===== src/hdl/gmps_pkg.sv =====
// ----------------------------------------------------------------------------
// gmps_pkg: shared types and constants for the grid minimum path sum block
// Widths, register indexes and the dimension clamp used by the cost chain.
// ----------------------------------------------------------------------------
`default_nettype none

package gmps_pkg;

  localparam int MaxDim  = 64;
  localparam int DimW    = $clog2(MaxDim);
  localparam int CfgW    = 7;
  localparam int CfgIdxW = 2;
  localparam int CostW   = 8;
  localparam int SumW    = 15;

  localparam logic [CfgIdxW-1:0] RegRows = CfgIdxW'(0);
  localparam logic [CfgIdxW-1:0] RegCols = CfgIdxW'(1);

  localparam logic [SumW-1:0] SumMax = {SumW{1'b1}};

  typedef logic [SumW-1:0]  sum_t;
  typedef logic [CostW-1:0] cost_t;
  typedef logic [DimW-1:0]  dim_t;
  typedef logic [CfgW-1:0]  cfg_t;

  // per-cell control: advance the chain, and load the new column value here
  typedef struct packed {
    logic shift;
    logic take_new;
  } cell_ctrl_t;

  // register value to last index: 0 acts as 1, oversize clamps to MaxDim
  function automatic dim_t dim_last(cfg_t v);
    cfg_t t;
    if (v == '0) begin
      t = '0;
    end else if (32'(v) > MaxDim) begin
      t = CfgW'(MaxDim - 1);
    end else begin
      t = v - CfgW'(1);
    end
    return t[DimW-1:0];
  endfunction

endpackage

`default_nettype wire


===== src/hdl/gmps_in_if.sv =====
// ----------------------------------------------------------------------------
// gmps_in_if: cell cost input channel
// Valid/ready channel carrying one grid cell cost per transfer.
// ----------------------------------------------------------------------------
`default_nettype none

interface gmps_in_if import gmps_pkg::*; ();
  logic  valid;
  logic  ready;
  cost_t cell_cost;

  modport source (output valid, output cell_cost, input ready);
  modport sink   (input valid, input cell_cost, output ready);
endinterface

`default_nettype wire


===== src/hdl/gmps_out_if.sv =====
// ----------------------------------------------------------------------------
// gmps_out_if: minimum sum result channel
// Valid/ready channel carrying one path sum per completed grid.
// ----------------------------------------------------------------------------
`default_nettype none

interface gmps_out_if import gmps_pkg::*; ();
  logic valid;
  logic ready;
  sum_t min_sum;

  modport source (output valid, output min_sum, input ready);
  modport sink   (input valid, input min_sum, output ready);
endinterface

`default_nettype wire


===== src/hdl/grid_min_path_sum_top.sv =====
// ----------------------------------------------------------------------------
// grid_min_path_sum_top: cheapest right/down path sum over a cost grid
// Row-by-row dynamic program over a chain of column cost cells.
// ----------------------------------------------------------------------------
// Cells arrive one per transfer in row-major order, one per clock cycle when
// both sides keep up. Each transfer shifts a 64-cell chain towards cell 0; the
// new best cost enters at cell cols-1, so cell 0 always holds the best cost of
// the same column in the row above. The add/min/saturate on cell 0, the left
// register and the cost is the only logic per cycle, so a cell is taken every
// cycle. The sum of the bottom-right cell is registered and shown in the cycle
// after its transfer; input stalls only when that last cell of a grid arrives
// while the previous sum is still not taken. A write to rows or cols restarts
// the grid; values of 0 act as 1 and values above 64 act as 64.
// ----------------------------------------------------------------------------
`default_nettype none

module grid_min_path_sum_top import gmps_pkg::*; (
  input  wire                 clk_i,
  input  wire                 rst_ni,
  input  wire                 cfg_we_i,
  input  wire [CfgIdxW-1:0]   cfg_idx_i,
  input  wire [CfgW-1:0]      cfg_data_i,
  gmps_in_if.sink             in_i,
  gmps_out_if.source          out_o
);

  cfg_t rows_q, cols_q;
  dim_t row_q, row_d, col_q, col_d;
  sum_t left_q;
  logic out_valid_q, out_valid_d;
  sum_t min_sum_q, min_sum_d;

  dim_t nr_last, nc_last;
  logic last_cell, in_xfer, cfg_hit;
  sum_t above, base, best;
  logic [SumW:0] sum_wide;

  sum_t       chain [MaxDim];
  cell_ctrl_t ctrl  [MaxDim];

  assign nr_last   = dim_last(rows_q);
  assign nc_last   = dim_last(cols_q);
  assign last_cell = (row_q == nr_last) && (col_q == nc_last);

  // only the grid's final cell needs a free output register
  assign in_i.ready = !(out_valid_q && !out_o.ready && last_cell);
  assign in_xfer    = in_i.valid && in_i.ready;
  assign cfg_hit    = cfg_we_i && ((cfg_idx_i == RegRows) || (cfg_idx_i == RegCols));

  assign above = chain[0];

  always_comb begin
    if (row_q == '0 && col_q == '0) begin
      base = '0;
    end else if (row_q == '0) begin
      base = left_q;
    end else if (col_q == '0) begin
      base = above;
    end else begin
      base = (above < left_q) ? above : left_q;
    end
    sum_wide = {1'b0, base} + (SumW+1)'(in_i.cell_cost);
    best     = (sum_wide > {1'b0, SumMax}) ? SumMax : sum_wide[SumW-1:0];
  end

  // cost chain
  for (genvar i = 0; i < MaxDim; i++) begin : g_cell
    sum_t chain_in;
    if (i == MaxDim - 1) begin : g_end
      assign chain_in = '0;
    end else begin : g_mid
      assign chain_in = chain[i+1];
    end
    assign ctrl[i].shift    = in_xfer;
    assign ctrl[i].take_new = (nc_last == DimW'(i));

    gmps_cell u_cell (
      .clk_i     (clk_i),
      .ctrl_i    (ctrl[i]),
      .chain_d_i (chain_in),
      .new_d_i   (best),
      .q_o       (chain[i])
    );
  end

  // position counters
  always_comb begin
    row_d = row_q;
    col_d = col_q;
    if (cfg_hit) begin
      row_d = '0;
      col_d = '0;
    end else if (in_xfer) begin
      if (last_cell) begin
        row_d = '0;
        col_d = '0;
      end else if (col_q == nc_last) begin
        col_d = '0;
        row_d = row_q + DimW'(1);
      end else begin
        col_d = col_q + DimW'(1);
      end
    end
  end

  always_comb begin
    out_valid_d = out_valid_q;
    min_sum_d   = min_sum_q;
    if (in_xfer && last_cell) begin
      out_valid_d = 1'b1;
      min_sum_d   = best;
    end else if (out_o.ready) begin
      out_valid_d = 1'b0;
    end
  end

  always_ff @(posedge clk_i or negedge rst_ni) begin
    if (!rst_ni) begin
      rows_q      <= CfgW'(5);
      cols_q      <= CfgW'(5);
      row_q       <= '0;
      col_q       <= '0;
      out_valid_q <= 1'b0;
    end else begin
      if (cfg_we_i && cfg_idx_i == RegRows) begin
        rows_q <= cfg_data_i;
      end
      if (cfg_we_i && cfg_idx_i == RegCols) begin
        cols_q <= cfg_data_i;
      end
      row_q       <= row_d;
      col_q       <= col_d;
      out_valid_q <= out_valid_d;
    end
  end

  always_ff @(posedge clk_i) begin
    if (in_xfer) begin
      left_q <= best;
    end
    min_sum_q <= min_sum_d;
  end

  assign out_o.valid   = out_valid_q;
  assign out_o.min_sum = min_sum_q;

  // checks
  a_pos_in_grid: assert property (@(posedge clk_i) disable iff (!rst_ni)
    (row_q <= nr_last) && (col_q <= nc_last))
    else $error("grid position beyond configured size");

  a_result_from_last: assert property (@(posedge clk_i) disable iff (!rst_ni)
    (!out_valid_q ##1 out_valid_q) |-> $past(in_xfer && last_cell))
    else $error("result without final cell transfer");

  a_stall_cause: assert property (@(posedge clk_i) disable iff (!rst_ni)
    !in_i.ready |-> (out_valid_q && last_cell))
    else $error("input stalled without a pending result");

  a_wrap: assert property (@(posedge clk_i) disable iff (!rst_ni)
    (in_xfer && last_cell && !cfg_hit) |=> (row_q == '0 && col_q == '0))
    else $error("grid did not restart after final cell");

endmodule

`default_nettype wire


===== src/hdl/gmps_cell.sv =====
// ----------------------------------------------------------------------------
// gmps_cell: one stage of the row cost chain
// Holds the best cost of one column; takes its neighbour's value on a shift,
// or the freshly computed cost when it is the row's entry point.
// ----------------------------------------------------------------------------
`default_nettype none

module gmps_cell import gmps_pkg::*; (
  input  wire        clk_i,
  input  wire cell_ctrl_t ctrl_i,
  input  wire sum_t  chain_d_i,
  input  wire sum_t  new_d_i,
  output sum_t       q_o
);

  sum_t cost_q;
  sum_t cost_d;

  assign cost_d = ctrl_i.take_new ? new_d_i : chain_d_i;

  always_ff @(posedge clk_i) begin
    if (ctrl_i.shift) begin
      cost_q <= cost_d;
    end
  end

  assign q_o = cost_q;

endmodule

`default_nettype wire


===== src/flat_wrapper.sv =====
// flat-port wrapper written by rule: the top's interface ports become plain ports
module grid_min_path_sum_top_flat import gmps_pkg::*;
  (clk_i, rst_ni, cfg_we_i, cfg_idx_i, cfg_data_i, in_i_valid, in_i_cell_cost, in_i_ready, out_o_valid, out_o_min_sum, out_o_ready);
  gmps_in_if in_i_i ();
  gmps_out_if out_o_i ();
  input  wire clk_i;
  input  wire rst_ni;
  input  wire cfg_we_i;
  input  wire [CfgIdxW-1:0] cfg_idx_i;
  input  wire [CfgW-1:0] cfg_data_i;
  input wire logic [$bits(in_i_i.valid)-1:0] in_i_valid;
  input wire logic [$bits(in_i_i.cell_cost)-1:0] in_i_cell_cost;
  output wire logic [$bits(in_i_i.ready)-1:0] in_i_ready;
  output wire logic [$bits(out_o_i.valid)-1:0] out_o_valid;
  output wire logic [$bits(out_o_i.min_sum)-1:0] out_o_min_sum;
  input wire logic [$bits(out_o_i.ready)-1:0] out_o_ready;
  assign in_i_i.valid = in_i_valid;
  assign in_i_i.cell_cost = in_i_cell_cost;
  assign in_i_ready = in_i_i.ready;
  assign out_o_valid = out_o_i.valid;
  assign out_o_min_sum = out_o_i.min_sum;
  assign out_o_i.ready = out_o_ready;
  grid_min_path_sum_top u_core (.clk_i(clk_i), .rst_ni(rst_ni), .cfg_we_i(cfg_we_i), .cfg_idx_i(cfg_idx_i), .cfg_data_i(cfg_data_i), .in_i(in_i_i), .out_o(out_o_i));
endmodule

===== config.mk =====
export PLATFORM = sky130hd
export DESIGN_NAME = grid_min_path_sum_top_flat
export DESIGN_NICKNAME = d
export VERILOG_FILES = /design/src/hdl/gmps_pkg.sv /design/src/hdl/gmps_in_if.sv /design/src/hdl/gmps_out_if.sv /design/src/hdl/grid_min_path_sum_top.sv /design/src/hdl/gmps_cell.sv /design/src/flat_wrapper.sv
export SDC_FILE = /design/constraint.sdc
export NUM_CORES = 2
export LEC_CHECK = 0
export BUFFER_PORTS_ARGS = -buffer_cell sky130_fd_sc_hd__buf_2
export CORE_ASPECT_RATIO = 1.1
export CORE_MARGIN = 1
export CORE_UTILIZATION = 30
export CTS_BUF_LIST = sky130_fd_sc_hd__clkbuf_4
export CTS_CLUSTER_DIAMETER = 120
export DETAILED_ROUTE_END_ITERATION = 8
export RECOVER_POWER = 25
export SYNTH_ARGS = -nofsm -noshare
export SYNTH_HDL_FRONTEND = slang
export SYNTH_HIERARCHICAL = 1
export SYNTH_SLANG_ARGS = --single-unit

===== constraint.sdc =====
create_clock -name clk_i -period 55.6 [get_ports clk_i]
set_input_delay 2.78 -clock clk_i [delete_from_list [all_inputs] [get_ports clk_i]]
set_output_delay 2.78 -clock clk_i [all_outputs]
set_load 0.05 [all_outputs]

==> metrics.md <==
| Metric | Value |
|---|---|
| Outcome | `finished, violations left` |
| Violated checks | `max-capacitance violations, max-slew violations` |
| Register Area | `30400 µm²` |
| Sequential share of power | `43.0%` |
| Die Area | `164000 µm²` |
| Met2 wire length | `42500 µm` |
| Yosys top cell area share | `60.9%` |
| Period Utilization, post-route | `23.4%` |
| Footprint of the multi-input gates | `16400 µm²` |
| Hold Buf Count CTS | `0` |
| Sequential share of the synthesized area | `62.3%` |
| Routability cong. | `0.791` |
| Max cap viols | `8` |
| Largest net degree at the start of global routing | `120` |
| TNS Setup | `0 ns` |
| Metal-1 WL | `42200 µm` |
| Number of port buffers | `38` |
| Met3 routed WL | `4050 µm` |
| Post-CTS setup buffer count | `0` |
| Least-Margin Pin Slew | `5.53 ns` |
| Total grt overflow | `0` |
| Dpl hpwl | `48100 µm` |
| Largest area contributor in the netlist | `edfxtp_1` |
| Avg Inst Size Synth | `18.5 µm²` |
| Initial DRC Count | `1769` |
| Final Setup Violations | `0` |
| H-tree depth | `5` |
| Final #Nets | `2930` |
| DRC | `0` |
| Critical Path RT | `56.34 ns` |
| FMAX | `76.8 MHz` |
| Max-slew headroom | `-271%` |
| Clock latency on the worst-skew pair | `1.17 ns` |
| Vias in the first global route | `25400` |
| Clock root buffer | `clkbuf_4` |
| Longest Clk Path Bufs | `4` |
| Number of CTS-inserted buffers | `296` |
| Peak VDD IR | `0.0774 mV` |
| Pwr/cell area | `42.7 nW/µm²` |
| Cells after Synth | `2636` |
| Final Slew Violations | `504` |
| Post-synth cell types | `77` |
| CTS sink cnt | `1017` |
| Starting Density | `30.3%` |
| Vias per cell | `4.62` |
| Crit. End Element | `register` |
| Crit path max fanout | `119` |
| Final Hold Viols | `0` |
| IO Pins | `39` |
| CTS tree | `done` |
| Die height | `425 µm` |
| Main area contributors after synthesis | `edfxtp_1 61%, mux2_4 20%, mux2_2 7.6%` |
| Initial antenna violation count | `2` |
| Logic gate share of total power | `27.6%` |
| CP Class | `register to register` |
| Core Region | `161000 µm²` |
| Clock share of power | `29.3%` |
| Fill count | `15400` |
| Switching Share | `33.9%` |
| Yosys reg bits | `1017` |
| Layout cell share with drive strength beyond 1 | `50.8%` |
| Post-CTS sizing | `0` |
| Uppermost layer routed | `met4` |
| Clk_skew | `0.135 ns` |
| RSZ-0062 raised after global routing | `no` |
| Int Pwr | `1.51 mW` |
| First-pass GRT wire length | `146000 µm` |
| LEAKAGE | `19.3 nW` |
| Drt pass-1 iters | `5` |
| Data arrival, critical path | `13.76 ns` |
| Synth Cell Area | `48800 µm²` |
| Reg clk slew, reported paths | `0.06 ns` |
| Asr flop ratio synth | `2.65%` |
| ANT nets after route | `0` |
| Wire length per cell | `17.7 µm` |
| Power, Total | `2.29 mW` |
| Die width | `387 µm` |
| Area delta synth->final | `9.93%` |
| Switching power | `0.775 mW` |
| Via count | `23900` |
| Ys flop type | `edfxtp_1` |
| Post-synth EDFFs | `990` |
| Crit start category | `register` |
| # rows | `154` |
| Synth Warn # | `6` |
| Hold crit path type | `register to register` |
| Post-layout min period | `13.02 ns` |
| Final wirelength | `91500 µm` |
| Gr usage total | `11.1%` |
-- power groups by stage --
| stage | sequential, mW | combinational, mW | clock [mW] |
|---|---|---|---|
| 3_3_place_gp | 0.998 | 0.644 | 0 |
| 5_1_grt | 0.993 | 0.690 | 0.737 |
| 2_1_floorplan | 1.01 | 0.416 | 0 |
| 4_1_cts | 0.984 | 0.656 | 0.700 |
| 3_5_place_dp | 0.998 | 0.652 | 0 |
| 6_report | 0.985 | 0.632 | 0.672 |
-- critical path, cell delays in order (launching register included) --
cell,delay [ns]
dfstp_1,0.73
inv_1,0.13
ha_1,0.35
nor2b_1,0.22
o32a_1,0.32
a211oi_1,0.29
o32ai_1,0.15
or4_1,0.66
o31ai_1,0.79
clkinvlp_2,4.48
clkbuf_1,2.33
buf_4,0.91
buf_4,0.60
buf_4,0.61
-- sequential cells by signal, indices dropped and copies added, names as in the netlist --
signal	cells
u_core/col_q	6
u_core/cols_q	7
u_core/g_cell.u_cell/q_o	960
u_core/left_q	15
u_core/out_o.min_sum	15
u_core/out_o.valid	1
u_core/row_q	6
u_core/rows_q	7
-- placed cells by master, fill, tap and decap left out, drive strengths merged, types with 14 or more instances in the layout --
| cell type | netlist | routed |
|---|---|---|
| buf | 138 | 70 |
| o21ai | 17 | 17 |
| a21oi | 31 | 31 |
| edfxtp | 990 | 990 |
| mux2 | 971 | 971 |
| nor3 | 15 | 15 |
| conb | 1 | 15 |
| nand2 | 71 | 71 |
| dfrtp | 23 | 23 |
| ha | 30 | 30 |
| clkinv | 0 | 45 |
| nand2b | 14 | 14 |
| clkbuf | 25 | 456 |
| nor2 | 96 | 96 |
| inv | 33 | 40 |
-- cells in the mapped netlist (7+ instances only) --
cell      instances
edfxtp_1        990
o31ai_1          10
dfrtp_1          23
nand2_1          71
xnor2_1           9
nor3_1           15
buf_12           64
buf_6            65
buf_2             7
ha_1             30
nand3_1          13
clkbuf_1         25
o211ai_1          9
mux2_2          331
nand2b_1         14
a21oi_1          31
mux2_4          640
inv_1            33
a22oi_1           7
nor2b_1          11
o21ai_0          17
xor2_1           13
nor2_1           95
-- final timing paths --
path                            slack, ns                                to  cells past startpoint                       startpoint
worst min register to register       0.48   u_core/g_cell[25].u_cell/q_o[8]                      1  u_core/g_cell[26].u_cell/q_o[8]
max in group asynchronous           52.66                   u_core/row_q[1]                      1                           rst_ni
worst max-delay path                42.58  u_core/g_cell[58].u_cell/q_o[13]                     13                 u_core/cols_q[0]
worst min-delay path                 0.48   u_core/g_cell[25].u_cell/q_o[8]                      1  u_core/g_cell[26].u_cell/q_o[8]
min in group asynchronous            2.01                  u_core/rows_q[3]                      1                           rst_ni
worst max register to register      42.58  u_core/g_cell[58].u_cell/q_o[13]                     13                 u_core/cols_q[0]
-- layout make-up --
type,count,share of cell area [%]
Multi-Input combinational cell,1437,30.5
Sequential cell,1017,56.7
Clock buffer,434,6.07
Inverter,33,0.233
Timing Repair Buffer,92,1.04
Antenna cell,8,0.0373
Tap cell,2106,4.91
Clock inverter,55,0.504
-- metrics by stage --
step	setup WS, ns	utilization [%]	hold WS (ns)	instance area, µm²	std cells
floorplan	32.42	-	0.525	48900	2650
global placement	47.57	31.2	0.526	50200	4685
detailed placement	47.49	31.2	0.532	50200	4685
CTS	48.39	33.4	0.460	53700	5174
global route	41.64	33.4	0.471	53700	5182
finish	42.58	33.4	0.483	53700	5182
-- per-layer routing --
metal / vias to the layer above / global-route usage (%)
li1: 10800 / -
met1: 12300 / 14.7
met2: 608 / 17.3
met3: 211 / 2.31
met4: 0 / 5.26
met5: - / 0
-- cell families after synthesis --
group	count (synthesis)	synth area share, %
mux	973	27.4
compound gates	130	1.88
buf+inv	196	4.66
other cells	1	0.00768
simple gates	266	2.59
fa+ha+maj	31	0.810
flops	1017	62.3
xor+xnor	22	0.395
No activity file was read; power rests on OpenSTA's default activity.
